--- src/hdl/assert_macros.svh ---
// Assertion helpers shared by the RTL.
`ifndef ASSERT_MACROS_SVH
`define ASSERT_MACROS_SVH

// Property must hold at every clock edge outside reset.
`define ASSERT_PROP(lbl, clk, rst, prop) \
   lbl: assert property (@(posedge clk) disable iff (rst) (prop)) \
      else $error("assertion failed");

// Expression must never be true outside reset.
`define ASSERT_NEVER(lbl, clk, rst, expr) \
   lbl: assert property (@(posedge clk) disable iff (rst) !(expr)) \
      else $error("forbidden condition seen");

`endif

--- src/hdl/hbts_pkg.sv ---
// ----------------------------------------------------------------------------
// hbts_pkg
// Types, constants and popcount helpers for the best-two Hamming selector.
// ----------------------------------------------------------------------------
package hbts_pkg;

   localparam int WORD_W      = 64;
   localparam int WORD_COUNT  = 4;
   localparam int DESC_BITS   = WORD_W * WORD_COUNT;
   localparam int DIST_W      = 9;   // holds 0..DESC_BITS
   localparam int CNT_W       = 7;   // holds 0..WORD_W
   localparam int CFG_W       = 9;
   localparam int CSR_INDEX_W = 2;

   localparam logic [CSR_INDEX_W-1:0] CSR_MAX_HAMMING_DIST       = 2'd0;
   localparam logic [CSR_INDEX_W-1:0] CSR_MIN_HAMMING_DIFFERENCE = 2'd1;

   localparam logic [CFG_W-1:0] MAX_DIST_RESET = 9'd50;
   localparam logic [CFG_W-1:0] MIN_DIFF_RESET = 9'd0;

   localparam logic [31:0] MASK_1 = 32'h5555_5555;
   localparam logic [31:0] MASK_2 = 32'h3333_3333;
   localparam logic [31:0] MASK_4 = 32'h0F0F_0F0F;

   typedef logic [WORD_COUNT-1:0][WORD_W-1:0] desc_type;

   typedef struct packed {
      logic cand_valid;
      logic last;
   } item_ctl_type;

   typedef struct packed {
      logic [CFG_W-1:0] max_dist;
      logic [CFG_W-1:0] min_diff;
   } cfg_type;

   function automatic logic [5:0] count32(input logic [31:0] x);
      logic [31:0] v;
      logic [5:0]  b0, b1, b2, b3;
      v  = x - ((x >> 1) & MASK_1);
      v  = (v & MASK_2) + ((v >> 2) & MASK_2);
      v  = (v + (v >> 4)) & MASK_4;
      b0 = {2'b00, v[3:0]};
      b1 = {2'b00, v[11:8]};
      b2 = {2'b00, v[19:16]};
      b3 = {2'b00, v[27:24]};
      return b0 + b1 + b2 + b3;
   endfunction

   function automatic logic [CNT_W-1:0] count64(input logic [WORD_W-1:0] x);
      return {1'b0, count32(x[31:0])} + {1'b0, count32(x[63:32])};
   endfunction

endpackage

--- src/hdl/hbts_dist_pipe.sv ---
// ----------------------------------------------------------------------------
// hbts_dist_pipe
// Three-stage elastic pipeline: XOR register, per-word popcount register,
// distance register.
// ----------------------------------------------------------------------------
module hbts_dist_pipe #(
   parameter int INDEX_BITS = 16
) (
   input  logic                         clock,
   input  logic                         reset,
   input  logic                         in_valid,
   output logic                         in_stall,
   input  hbts_pkg::desc_type           in_query,
   input  hbts_pkg::desc_type           in_cand,
   input  logic [INDEX_BITS-1:0]        in_idx,
   input  hbts_pkg::item_ctl_type       in_ctl,
   output logic                         out_valid,
   input  logic                         out_ready,
   output logic [hbts_pkg::DIST_W-1:0]  out_dist,
   output logic [INDEX_BITS-1:0]        out_idx,
   output hbts_pkg::item_ctl_type       out_ctl
);

   // stage x: XOR of query and candidate
   logic                         x_valid_ff, x_valid_in;
   hbts_pkg::desc_type           x_xor_ff;
   logic [INDEX_BITS-1:0]        x_idx_ff;
   hbts_pkg::item_ctl_type       x_ctl_ff;

   // stage c: per-word bit counts
   logic                                               c_valid_ff, c_valid_in;
   logic [hbts_pkg::WORD_COUNT-1:0][hbts_pkg::CNT_W-1:0] c_cnt_ff, c_cnt_in;
   logic [INDEX_BITS-1:0]                              c_idx_ff;
   hbts_pkg::item_ctl_type                             c_ctl_ff;

   // stage d: full distance
   logic                         d_valid_ff, d_valid_in;
   logic [hbts_pkg::DIST_W-1:0]  d_dist_ff, d_dist_in;
   logic [INDEX_BITS-1:0]        d_idx_ff;
   hbts_pkg::item_ctl_type       d_ctl_ff;

   logic d_load_ok, c_load_ok, x_load_ok;

   // a stage may load when it is empty or its content moves on this cycle
   assign d_load_ok = !d_valid_ff || out_ready;
   assign c_load_ok = !c_valid_ff || d_load_ok;
   assign x_load_ok = !x_valid_ff || c_load_ok;

   assign x_valid_in = x_load_ok ? in_valid   : x_valid_ff;
   assign c_valid_in = c_load_ok ? x_valid_ff : c_valid_ff;
   assign d_valid_in = d_load_ok ? c_valid_ff : d_valid_ff;

   assign in_stall = !x_load_ok;

   always_comb begin
      for (int w = 0; w < hbts_pkg::WORD_COUNT; w++) begin
         c_cnt_in[w] = hbts_pkg::count64(x_xor_ff[w]);
      end
   end

   always_comb begin
      logic [hbts_pkg::DIST_W-1:0] sum;
      sum = '0;
      for (int w = 0; w < hbts_pkg::WORD_COUNT; w++) begin
         sum = sum + hbts_pkg::DIST_W'(c_cnt_ff[w]);
      end
      d_dist_in = sum;
   end

   always_ff @(posedge clock) begin
      if (reset) begin
         x_valid_ff <= 1'b0;
         c_valid_ff <= 1'b0;
         d_valid_ff <= 1'b0;
      end else begin
         x_valid_ff <= x_valid_in;
         c_valid_ff <= c_valid_in;
         d_valid_ff <= d_valid_in;
      end
   end

   always_ff @(posedge clock) begin
      if (x_load_ok) begin
         x_xor_ff <= in_query ^ in_cand;
         x_idx_ff <= in_idx;
         x_ctl_ff <= in_ctl;
      end
      if (c_load_ok) begin
         c_cnt_ff <= c_cnt_in;
         c_idx_ff <= x_idx_ff;
         c_ctl_ff <= x_ctl_ff;
      end
      if (d_load_ok) begin
         d_dist_ff <= d_dist_in;
         d_idx_ff  <= c_idx_ff;
         d_ctl_ff  <= c_ctl_ff;
      end
   end

   assign out_valid = d_valid_ff;
   assign out_dist  = d_dist_ff;
   assign out_idx   = d_idx_ff;
   assign out_ctl   = d_ctl_ff;

endmodule

--- src/hdl/hbts_select.sv ---
// ----------------------------------------------------------------------------
// hbts_select
// Best and second-best tracking per query, distinctiveness test and the
// result register.
// ----------------------------------------------------------------------------
`include "assert_macros.svh"

module hbts_select #(
   parameter int INDEX_BITS = 16
) (
   input  logic                         clock,
   input  logic                         reset,
   input  hbts_pkg::cfg_type            cfg,
   input  logic                         item_valid,
   output logic                         item_ready,
   input  logic [hbts_pkg::DIST_W-1:0]  item_dist,
   input  logic [INDEX_BITS-1:0]        item_idx,
   input  hbts_pkg::item_ctl_type       item_ctl,
   output logic                         rsp_valid,
   input  logic                         rsp_stall,
   output logic                         rsp_match_found,
   output logic [INDEX_BITS-1:0]        rsp_best_index,
   output logic [hbts_pkg::DIST_W-1:0]  rsp_best_distance
);

   logic                         best_valid_ff, best_valid_in;
   logic [hbts_pkg::DIST_W-1:0]  best_dist_ff, best_dist_in;
   logic [INDEX_BITS-1:0]        best_idx_ff, best_idx_in;
   logic                         second_valid_ff, second_valid_in;
   logic [hbts_pkg::DIST_W-1:0]  second_dist_ff, second_dist_in;

   logic                         rsp_valid_ff, rsp_valid_in;
   logic                         rsp_found_ff, rsp_found_in;
   logic [INDEX_BITS-1:0]        rsp_idx_ff, rsp_idx_in;
   logic [hbts_pkg::DIST_W-1:0]  rsp_dist_ff, rsp_dist_in;

   logic                         take, keep, is_best, is_second, found;
   logic                         upd_best_valid, upd_second_valid;
   logic [hbts_pkg::DIST_W-1:0]  upd_best_dist, upd_second_dist;
   logic [INDEX_BITS-1:0]        upd_best_idx;

   // only a last transaction needs room in the result register
   assign item_ready = !item_ctl.last || !rsp_valid_ff || !rsp_stall;
   assign take       = item_valid && item_ready;

   assign keep      = item_ctl.cand_valid && (item_dist <= cfg.max_dist);
   assign is_best   = keep && (!best_valid_ff || (item_dist < best_dist_ff));
   assign is_second = keep && !is_best && (!second_valid_ff || (item_dist < second_dist_ff));

   always_comb begin
      upd_best_valid   = best_valid_ff;
      upd_best_dist    = best_dist_ff;
      upd_best_idx     = best_idx_ff;
      upd_second_valid = second_valid_ff;
      upd_second_dist  = second_dist_ff;
      if (is_best) begin
         upd_second_valid = best_valid_ff;
         upd_second_dist  = best_dist_ff;
         upd_best_valid   = 1'b1;
         upd_best_dist    = item_dist;
         upd_best_idx     = item_idx;
      end else if (is_second) begin
         upd_second_valid = 1'b1;
         upd_second_dist  = item_dist;
      end
   end

   // second best never lies below best, so the gap cannot wrap
   assign found = upd_best_valid &&
                  (!upd_second_valid || ((upd_second_dist - upd_best_dist) >= cfg.min_diff));

   always_comb begin
      best_valid_in   = best_valid_ff;
      best_dist_in    = best_dist_ff;
      best_idx_in     = best_idx_ff;
      second_valid_in = second_valid_ff;
      second_dist_in  = second_dist_ff;
      rsp_valid_in    = rsp_valid_ff && rsp_stall;
      rsp_found_in    = rsp_found_ff;
      rsp_idx_in      = rsp_idx_ff;
      rsp_dist_in     = rsp_dist_ff;
      if (take) begin
         if (item_ctl.last) begin
            best_valid_in   = 1'b0;
            best_dist_in    = '0;
            best_idx_in     = '0;
            second_valid_in = 1'b0;
            second_dist_in  = '0;
            rsp_valid_in    = 1'b1;
            rsp_found_in    = found;
            rsp_idx_in      = found ? upd_best_idx  : '0;
            rsp_dist_in     = found ? upd_best_dist : '0;
         end else begin
            best_valid_in   = upd_best_valid;
            best_dist_in    = upd_best_dist;
            best_idx_in     = upd_best_idx;
            second_valid_in = upd_second_valid;
            second_dist_in  = upd_second_dist;
         end
      end
   end

   always_ff @(posedge clock) begin
      if (reset) begin
         best_valid_ff   <= 1'b0;
         second_valid_ff <= 1'b0;
         rsp_valid_ff    <= 1'b0;
      end else begin
         best_valid_ff   <= best_valid_in;
         second_valid_ff <= second_valid_in;
         rsp_valid_ff    <= rsp_valid_in;
      end
   end

   always_ff @(posedge clock) begin
      best_dist_ff   <= best_dist_in;
      best_idx_ff    <= best_idx_in;
      second_dist_ff <= second_dist_in;
      rsp_found_ff   <= rsp_found_in;
      rsp_idx_ff     <= rsp_idx_in;
      rsp_dist_ff    <= rsp_dist_in;
   end

   assign rsp_valid         = rsp_valid_ff;
   assign rsp_match_found   = rsp_found_ff;
   assign rsp_best_index    = rsp_idx_ff;
   assign rsp_best_distance = rsp_dist_ff;

   `ASSERT_PROP(a_second_needs_best, clock, reset, second_valid_ff |-> best_valid_ff)
   `ASSERT_PROP(a_order_kept, clock, reset,
      (best_valid_ff && second_valid_ff) |-> (second_dist_ff >= best_dist_ff))
   `ASSERT_PROP(a_clear_after_last, clock, reset,
      (take && item_ctl.last) |=> (!best_valid_ff && !second_valid_ff && rsp_valid_ff))
   `ASSERT_NEVER(a_no_match_zero, clock, reset,
      rsp_valid_ff && !rsp_found_ff && ((rsp_idx_ff != '0) || (rsp_dist_ff != '0)))

endmodule

--- src/hdl/hamming_best_two_match_selector_top.sv ---
// ----------------------------------------------------------------------------
// hamming_best_two_match_selector_top
// Best-two Hamming match selector for 256-bit binary descriptors.
// ----------------------------------------------------------------------------
// Usage:
//   req_* carries one candidate per transaction: query and candidate words,
//   candidate index, mask bit and last flag. All candidates of one query are
//   sent in order; the one with req_last_candidate set closes the query.
//   rsp_* carries one result per query, produced by the last transaction.
//   csr_* writes max_hamming_dist (index 0) and min_hamming_difference
//   (index 1); csr_ready is always high. Write only while the block is idle.
// Throughput and result path:
//   One candidate per cycle while req_stall is low. After its last transaction
//   is accepted, a query's result passes the XOR, per-word popcount and
//   distance registers, then the best-two update into the result register.
// Reset:
//   Synchronous; clears the pipeline, the best-two state and the result
//   register, and restores the register defaults (50 and 0).
// Stall:
//   A held result blocks only a following last transaction; other candidates
//   keep flowing until that one reaches the result stage.
// ----------------------------------------------------------------------------
module hamming_best_two_match_selector_top #(
   parameter int INDEX_BITS = 16
) (
   input  logic                              clock,
   input  logic                              reset,
   input  logic                              req_valid,
   output logic                              req_stall,
   input  logic [hbts_pkg::WORD_W-1:0]       req_query_word0,
   input  logic [hbts_pkg::WORD_W-1:0]       req_query_word1,
   input  logic [hbts_pkg::WORD_W-1:0]       req_query_word2,
   input  logic [hbts_pkg::WORD_W-1:0]       req_query_word3,
   input  logic [hbts_pkg::WORD_W-1:0]       req_cand_word0,
   input  logic [hbts_pkg::WORD_W-1:0]       req_cand_word1,
   input  logic [hbts_pkg::WORD_W-1:0]       req_cand_word2,
   input  logic [hbts_pkg::WORD_W-1:0]       req_cand_word3,
   input  logic [INDEX_BITS-1:0]             req_candidate_index,
   input  logic                              req_candidate_valid,
   input  logic                              req_last_candidate,
   output logic                              rsp_valid,
   input  logic                              rsp_stall,
   output logic                              rsp_match_found,
   output logic [INDEX_BITS-1:0]             rsp_best_index,
   output logic [hbts_pkg::DIST_W-1:0]       rsp_best_distance,
   input  logic                              csr_valid,
   output logic                              csr_ready,
   input  logic [hbts_pkg::CSR_INDEX_W-1:0]  csr_index,
   input  logic [hbts_pkg::CFG_W-1:0]        csr_wdata
);

   hbts_pkg::cfg_type            cfg_ff, cfg_in;
   hbts_pkg::desc_type           query, cand;
   hbts_pkg::item_ctl_type       req_ctl, item_ctl;
   logic                         item_valid, item_ready;
   logic [hbts_pkg::DIST_W-1:0]  item_dist;
   logic [INDEX_BITS-1:0]        item_idx;

   assign csr_ready = 1'b1;

   always_comb begin
      cfg_in = cfg_ff;
      if (csr_valid) begin
         case (csr_index)
            hbts_pkg::CSR_MAX_HAMMING_DIST: begin
               cfg_in.max_dist = csr_wdata;
            end
            hbts_pkg::CSR_MIN_HAMMING_DIFFERENCE: begin
               cfg_in.min_diff = csr_wdata;
            end
            default: begin
            end
         endcase
      end
   end

   always_ff @(posedge clock) begin
      if (reset) begin
         cfg_ff.max_dist <= hbts_pkg::MAX_DIST_RESET;
         cfg_ff.min_diff <= hbts_pkg::MIN_DIFF_RESET;
      end else begin
         cfg_ff <= cfg_in;
      end
   end

   assign query = {req_query_word3, req_query_word2, req_query_word1, req_query_word0};
   assign cand  = {req_cand_word3, req_cand_word2, req_cand_word1, req_cand_word0};

   assign req_ctl.cand_valid = req_candidate_valid;
   assign req_ctl.last       = req_last_candidate;

   hbts_dist_pipe #(
      .INDEX_BITS (INDEX_BITS)
   ) u_dist_pipe (
      .clock     (clock),
      .reset     (reset),
      .in_valid  (req_valid),
      .in_stall  (req_stall),
      .in_query  (query),
      .in_cand   (cand),
      .in_idx    (req_candidate_index),
      .in_ctl    (req_ctl),
      .out_valid (item_valid),
      .out_ready (item_ready),
      .out_dist  (item_dist),
      .out_idx   (item_idx),
      .out_ctl   (item_ctl)
   );

   hbts_select #(
      .INDEX_BITS (INDEX_BITS)
   ) u_select (
      .clock             (clock),
      .reset             (reset),
      .cfg               (cfg_ff),
      .item_valid        (item_valid),
      .item_ready        (item_ready),
      .item_dist         (item_dist),
      .item_idx          (item_idx),
      .item_ctl          (item_ctl),
      .rsp_valid         (rsp_valid),
      .rsp_stall         (rsp_stall),
      .rsp_match_found   (rsp_match_found),
      .rsp_best_index    (rsp_best_index),
      .rsp_best_distance (rsp_best_distance)
   );

endmodule

--- config.mk ---
export PLATFORM = sky130hd
export DESIGN_NAME = hamming_best_two_match_selector_top
export DESIGN_NICKNAME = d
export VERILOG_FILES = /design/src/hdl/hbts_pkg.sv /design/src/hdl/hbts_dist_pipe.sv /design/src/hdl/hbts_select.sv /design/src/hdl/hamming_best_two_match_selector_top.sv
export VERILOG_INCLUDE_DIRS = /design/src /design/src/hdl
export SDC_FILE = /design/constraint.sdc
export NUM_CORES = 1
export LEC_CHECK = 0
export BUFFER_PORTS_ARGS = -buffer_cell sky130_fd_sc_hd__buf_2
export CAP_MARGIN = 15
export CORE_ASPECT_RATIO = 0.5
export CORE_MARGIN = 2
export CORE_UTILIZATION = 35
export DETAILED_ROUTE_END_ITERATION = 10
export GPL_TIMING_DRIVEN = 0
export PLACE_DENSITY_LB_ADDON = 0.3
export SYNTH_ARGS = -nofsm -noshare
export SYNTH_HDL_FRONTEND = slang
export SYNTH_SLANG_ARGS = --single-unit
--- constraint.sdc ---
create_clock -name clock -period 29.7 [get_ports clock]
set_input_delay 1.485 -clock clock [delete_from_list [all_inputs] [get_ports clock]]
set_output_delay 1.485 -clock clock [all_outputs]
set_load 0.05 [all_outputs]
==> impl_metrics.json, run 1 <==
{
  "status": "finished, final reports clean",
  "dieWidth_um": 462.2,
  "core_sq_um": 103300,
  "dieArea_sq_um": 107700,
  "worst-setup-path-type": "reg -> reg",
  "worst_pin_slew_ns": 1.046,
  "drive_above_1_share_pct": 16.74,
  "numClockSinks": 431,
  "clock_skew_ns": 0.03801,
  "hold_class": "reg -> reg",
  "portBuffers": 573,
  "post-cts-setup-buffers": 0,
  "grt_pass1_wl_um": 125000,
  "mostFrequentLayoutCells": "593 x ha_1, 573 x buf_2, 537 x inv_1",
  "grt_max_degree": 68,
  "numCtsBuffers": 46,
  "area_delta_synth_final_pct": 17.60,
  "crit_buf_inv": 5,
  "place_ws_ns": 21.87,
  "ios": 575,
  "ant_nets": 0,
  "via_count": 25082,
  "worst_slack_ns": 21.98,
  "setup-tns-final_ns": 0,
  "synth_seq_area_share_pct": 34.57,
  "clock-root-buffer": "clkbuf_16",
  "antenna_found_initial": 5,
  "cts_hold_buf": 0,
  "synth_edf_count": 407,
  "setup.worst_path.end_class": "flip-flop",
  "htreeDepth": 2,
  "dp_hpwl_um": 65940,
  "rows": 83,
  "timing.reg2reg.setup_slack_ns": 21.98,
  "yosysUniqueCellTypes": 69,
  "gr-usage-all-layers_pct": 14.42,
  "worstPathArrival_ns": 8.06,
  "slew_headroom_pct": 30.14,
  "drcViolationCount": 0,
  "ys.flop_type": "edfxtp_1",
  "min_period_ns": 7.716,
  "cts.clk_slew.worst_paths_ns": 0.06,
  "drv_slew": 0,
  "synth_seq_cells": 431,
  "hold_viol": 0,
  "crit_fanout": 4,
  "drt_wl_total_um": 78460,
  "nNetsFinal": 5333,
  "grt_overflow_total": 0,
  "drt_iter0_markers": 859,
  "worstSetupStartpointType": "flip-flop",
  "cts_resized": 0,
  "rsz0062_at_grt": "no",
  "syn_area_per_cell_sq_um": 10.81,
  "setup_viol": 0,
  "critical_path.top_delay_family": "adder cells",
  "critical-path-max-stage-delay_ns": 0.61,
  "cap_violations": 0,
  "dr.pass1.iters": 5,
  "cts_tree": "yes",
  "start_util_pct": 35.56,
  "register_area_sq_um": 12700,
  "syn_inst": 3400,
  "max_freq_ghz": 0.1296,
  "clock_latency_ns": 0.62,
  "fin_cells": 5468,
  "multi_input_area_sq_um": 21970,
  "first_global_vias": 25708,
  "post-route-period-util_pct": 25.98,
  "gp_congestion": 0.8440,
  "fillers": 9894,
  "die_h_um": 233.1,
  "syn_area_sq_um": 36740,
  "async_reset_ff_share_pct": 0,
  "final_core_util_pct": 41.82,
  "yosysWarnings": 0,
  "layout_commonest_cell": "ha_1",
  "cts_buffer_depth": 3,
  "drt-vias-per-instance": 4.587,
  "required_ns": 30.05,
  "place_inst": 5380,
  "critPathSlowestCell": "a2111oi_2",
  "synthesis.nets": 4706,
  "wl_per_cell_um": 14.35
}
[metrics by stage]
step,area [sq um],hold WS [ns]
after floorplan,36740,0.4003
after global placement,41360,0.4017
after detailed placement,41520,0.4045
after CTS,43170,0.4198
after global routing,43210,0.4246
final,43210,0.4183
[path summary, 6_finish.rpt]
check                                                from                       end  cells past startpoint
worst max-delay path            u_dist_pipe.x_xor_ff[192]  u_dist_pipe.c_cnt_ff[27]                     28
worst min-delay path             u_dist_pipe.x_idx_ff[10]  u_dist_pipe.c_idx_ff[10]                      0
worst max register to register  u_dist_pipe.x_xor_ff[192]  u_dist_pipe.c_cnt_ff[27]                     28
worst min register to register   u_dist_pipe.x_idx_ff[10]  u_dist_pipe.c_idx_ff[10]                      0
[synth_stat cells, drive strengths merged (9+ instances only)]
library cell / n / area share (%)
fa: 167 / 9.1
inv: 538 / 5.5
xnor2: 235 / 5.6
nor4: 22 / 0.37
mux2i: 28 / 0.76
a21oi: 160 / 2.2
o21a: 19 / 0.39
or4: 9 / 0.18
nor2: 236 / 2.4
nand3: 18 / 0.25
nor3: 34 / 0.48
or3: 13 / 0.22
ha: 593 / 20
and2: 10 / 0.17
nand4: 10 / 0.17
a211oi: 18 / 0.37
a31oi: 16 / 0.27
dfxtp: 24 / 1.3
nand2: 97 / 0.99
o211ai: 10 / 0.20
a211o: 12 / 0.29
xor2: 321 / 7.7
o21ai: 87 / 1.2
o21bai: 21 / 0.43
nand2b: 28 / 0.48
a21o: 111 / 2.3
clkbuf: 16 / 0.16
edfxtp: 407 / 33
o22a: 16 / 0.38
a21boi: 15 / 0.31
nor2b: 18 / 0.33
[layout make-up]
| type | instances | area share [%] |
|---|---|---|
| Clock buffer | 53 | 2.725 |
| Inverter | 538 | 4.674 |
| Tap cell | 1402 | 4.060 |
| Buffer | 17 | 0.1564 |
| Antenna cell | 3 | 0.01737 |
| Timing Repair Buffer | 579 | 7.002 |
| Sequential cell | 431 | 29.40 |
| Multi-Input combinational cell | 2414 | 50.86 |
| Clock inverter | 31 | 1.109 |
[sequential cells by signal, indices dropped and copies added, names as in the netlist]
register                    flops
u_dist_pipe.x_xor_ff          256
u_dist_pipe.c_cnt_ff           28
cfg_ff                         18
u_dist_pipe.c_idx_ff           16
u_dist_pipe.out_idx            16
u_dist_pipe.x_idx_ff           16
u_select.best_idx_ff           16
u_select.rsp_best_index        16
u_dist_pipe.out_dist            9
u_select.best_dist_ff           9
u_select.rsp_best_distance      9
u_select.second_dist_ff         9
u_dist_pipe.c_ctl_ff            2
u_dist_pipe.out_ctl             2
u_dist_pipe.x_ctl_ff            2
u_dist_pipe.c_valid_ff          1
u_dist_pipe.out_valid           1
u_dist_pipe.x_valid_ff          1
u_select.best_valid_ff          1
u_select.rsp_match_found        1
u_select.rsp_valid              1
u_select.second_valid_ff        1
[worst register-to-register path: cells and delay by family (launching register included)]
| kind | cells | cell delay [ns] |
|---|---|---|
| compound gates | 8 | 2.02 |
| xor+xnor | 2 | 0.42 |
| buf+inv | 5 | 0.30 |
| fa+ha+maj | 9 | 3.41 |
| flops | 1 | 0.42 |
| simple gates | 4 | 0.93 |
[kinds of logic (layout without fill, tap and decap cells)]
family / after synthesis / count (layout) / share of synthesized area (%)
other: 1 / 4 / 0.01021
muxes: 28 / 28 / 0.7628
DFF: 431 / 431 / 34.57
AOI/OAI and AO/OA: 544 / 544 / 9.750
and+or+nand+nor: 525 / 525 / 6.678
buffers and inverters: 555 / 1218 / 5.680
xor gates and xnor gates: 556 / 556 / 13.25
adders and majority gates: 760 / 760 / 29.29
[layer usage]
layer | part of all wire, % | up-vias | GRT usage (%) | routed length (um)
met2 | 54 | 233 | 28.23 | 42720
met5 | 0 | - | 0 | 0
met1 | 41 | 12008 | 16.51 | 32140
met4 | 1.6 | 0 | 3.084 | 1239
met3 | 3.0 | 69 | 1.963 | 2363
li1 | - | 12772 | - | -
Power of run 1 is not shown: default switching activity piles up to over one toggle a cycle in this logic, so the estimate is an artifact.
==> run 2: changes to the inputs <==
ABC_AREA = 1   (was default)
clock period = 7.15 ns   (was 29.7 ns; I/O delays follow)
==> run 2 against run 1 <==
Setup slack lost 22 ns; utilization grew 2.5 points; largest cell class unchanged; critical path depth grew 2; sequential share of layout area decreased by 3.9 points.
==> impl_metrics.json, run 2 <==
{
  "status": "finished, final reports clean",
  "yosysUniqueCellTypes": 50,
  "numClockSinks": 431,
  "syn_inst": 4270,
  "worst-setup-path-type": "reg -> reg",
  "ios": 575,
  "drt_iter0_markers": 1289,
  "area_delta_synth_final_pct": 26.00,
  "clock_latency_ns": 0.64,
  "largest_reg_flops": 256,
  "required_ns": 7.53,
  "syn_area_sq_um": 39520,
  "synth_edf_count": 407,
  "layout_commonest_cell": "inv_1",
  "num_antenna_cells": 0,
  "yosys-top-cells-area": "edfxtp_1 31%, ha_1 19%, xor2_1 11%",
  "drcViolationCount": 0,
  "drt-vias-per-instance": 4.554,
  "dieWidth_um": 479.2,
  "grt_overflow_total": 0,
  "setup_viol": 0,
  "hold_class": "in -> reg",
  "dp_hpwl_um": 80150,
  "rsz0062_at_grt": "no",
  "worstPathArrival_ns": 7.16,
  "holdWs_ns": 0.04050,
  "mostFrequentLayoutCells": "771 x inv_1, 592 x ha_1, 573 x buf_2",
  "via_count": 31025,
  "async_reset_ff_share_pct": 0,
  "drv_slew": 0,
  "cts.clk_slew.worst_paths_ns": 0.07,
  "fillers": 10868,
  "wl_per_cell_um": 14.50,
  "crit_fanout": 4,
  "cts_buffer_depth": 3,
  "clock_skew_ns": 0.01961,
  "htreeDepth": 2,
  "critPathSlowestCell": "fa_1",
  "final_core_util_pct": 44.33,
  "slew_headroom_pct": 40.07,
  "dieArea_sq_um": 115800,
  "rows": 87,
  "synth_common_cells": "774 x inv_1, 593 x ha_1, 533 x nand2_1",
  "gr-usage-all-layers_pct": 16.89,
  "cts_tree": "yes",
  "ys.flop_type": "edfxtp_1",
  "synth_seq_cells": 431,
  "worstSetupStartpointType": "flip-flop",
  "gp_congestion": 0.8868,
  "crit_top_cell": "inv_1",
  "first_global_vias": 32090,
  "synth.most_common_cell": "inv_1",
  "yosysTopAreaCell": "edfxtp_1",
  "cap_violations": 0,
  "yosysWarnings": 0,
  "max_freq_ghz": 0.1473,
  "die_h_um": 241.6,
  "drive_above_1_share_pct": 13.49,
  "portBuffers": 573,
  "numCtsBuffers": 46,
  "drt_wl_total_um": 98800,
  "dr.pass1.iters": 5,
  "clock-root-buffer": "clkbuf_16",
  "min_period_ns": 6.788,
  "antenna_found_initial": 1,
  "synthesis.nets": 5576,
  "grt_max_degree": 48,
  "hold_viol": 0,
  "nNetsFinal": 6570,
  "post-route-period-util_pct": 94.94,
  "synth_top_area_share_pct": 30.92,
  "setup.worst_path.end_class": "flip-flop",
  "top_regs": "u_dist_pipe.x_xor_ff x256, u_dist_pipe.c_cnt_ff x28, cfg_ff x18",
  "start_util_pct": 35.18,
  "grt_pass1_wl_um": 158900,
  "syn_area_per_cell_sq_um": 9.256,
  "critical-path-max-stage-delay_ns": 0.58,
  "ant_nets": 0,
  "core_sq_um": 112300,
  "top_register": "u_dist_pipe.x_xor_ff",
  "synth_seq_area_share_pct": 32.14,
  "worst_pin_slew_ns": 0.8977
}
run 2: cell types whose count changed after synthesis, moves of 24 or more:
cell / before / now
a21o_1: 111 / 20
nand4_1: 10 / 34
xor2_1: 321 / 491
nand3_1: 18 / 182
o21ai_0: 84 / 133
nand2_1: 97 / 533
xnor2_1: 235 / 66
o21bai_1: 21 / 53
nand2b_1: 28 / 0
a21oi_1: 159 / 272
inv_1: 538 / 774
nor2_1: 236 / 343
run 2: what timing repair did:
item | CTS | global route
resized for setup | 0 | 7
endpoints found under the setup margin | 0 | 3
hold endpoints to repair | 203 | 0
hold buffers | 363 | 0
buffers inserted | 0 | 1
run 2: worst max-delay path: cells and delay by family (launching register included):
kind	cells	cell delay (ns)
simple gates	5	0.54
buf+inv	7	0.44
compound gates	6	0.83
xor+xnor	3	0.47
fa+ha+maj	9	3.89
flops	1	0.36
run 2: area by class of cell:
cell class	instances	area [sq um]	area share (%)
inverter	778	2933	5.889
multi-input combinational	3045	23830	47.85
buffer	16	121.4	0.2437
timing repair buffer	946	6696	13.45
sequential	431	12700	25.51
clock buffer	49	1162	2.334
tap	1513	1893	3.801
clock inverter	35	462.9	0.9296
run 2: logic make-up after synthesis:
kind of cell,share of synthesized area (%)
AND/OR/NAND/NOR,12.30
buffers and inverters,7.708
adder cells (fa/ha/maj),27.23
XOR/XNOR,12.34
AO/OA/AOI/OAI,7.867
flip-flops,32.14
multiplexers,0.4052
other,0.009488
run 2: routing by layer:
layer	wire, um	vias up	GRT usage (%)
met5	0	-	0
met4	2216	0	4.073
met3	2852	120	2.059
met2	51220	380	31.52
met1	42510	14651	20.49
li1	-	15874	-
run 2: final timing paths:
kind | startpoint | endpoint | slack (ns) | cells after the start
max | u_dist_pipe.x_xor_ff[203] | u_dist_pipe.c_cnt_ff[27] | 0.36 | 30
min | req_query_word1[12] | u_dist_pipe.x_xor_ff[76] | 0.04 | 2
max reg2reg | u_dist_pipe.x_xor_ff[203] | u_dist_pipe.c_cnt_ff[27] | 0.36 | 30
min reg2reg | u_dist_pipe.c_idx_ff[0] | u_dist_pipe.out_idx[0] | 0.42 | 0
run 2: stage by stage:
step	setup slack [ns]	setup TNS (ns)	instances	area, sq um
after global routing	0.007389	0	6813	49800
after detailed placement	0.1950	0	6364	44470
final	0.3620	0	6813	49800
after floorplan	0.06115	0	4270	39550
after CTS	0.1728	0	6811	49730
after global placement	-2.871	-764.69	6356	44310
Power of run 2 is left out for the same reason.
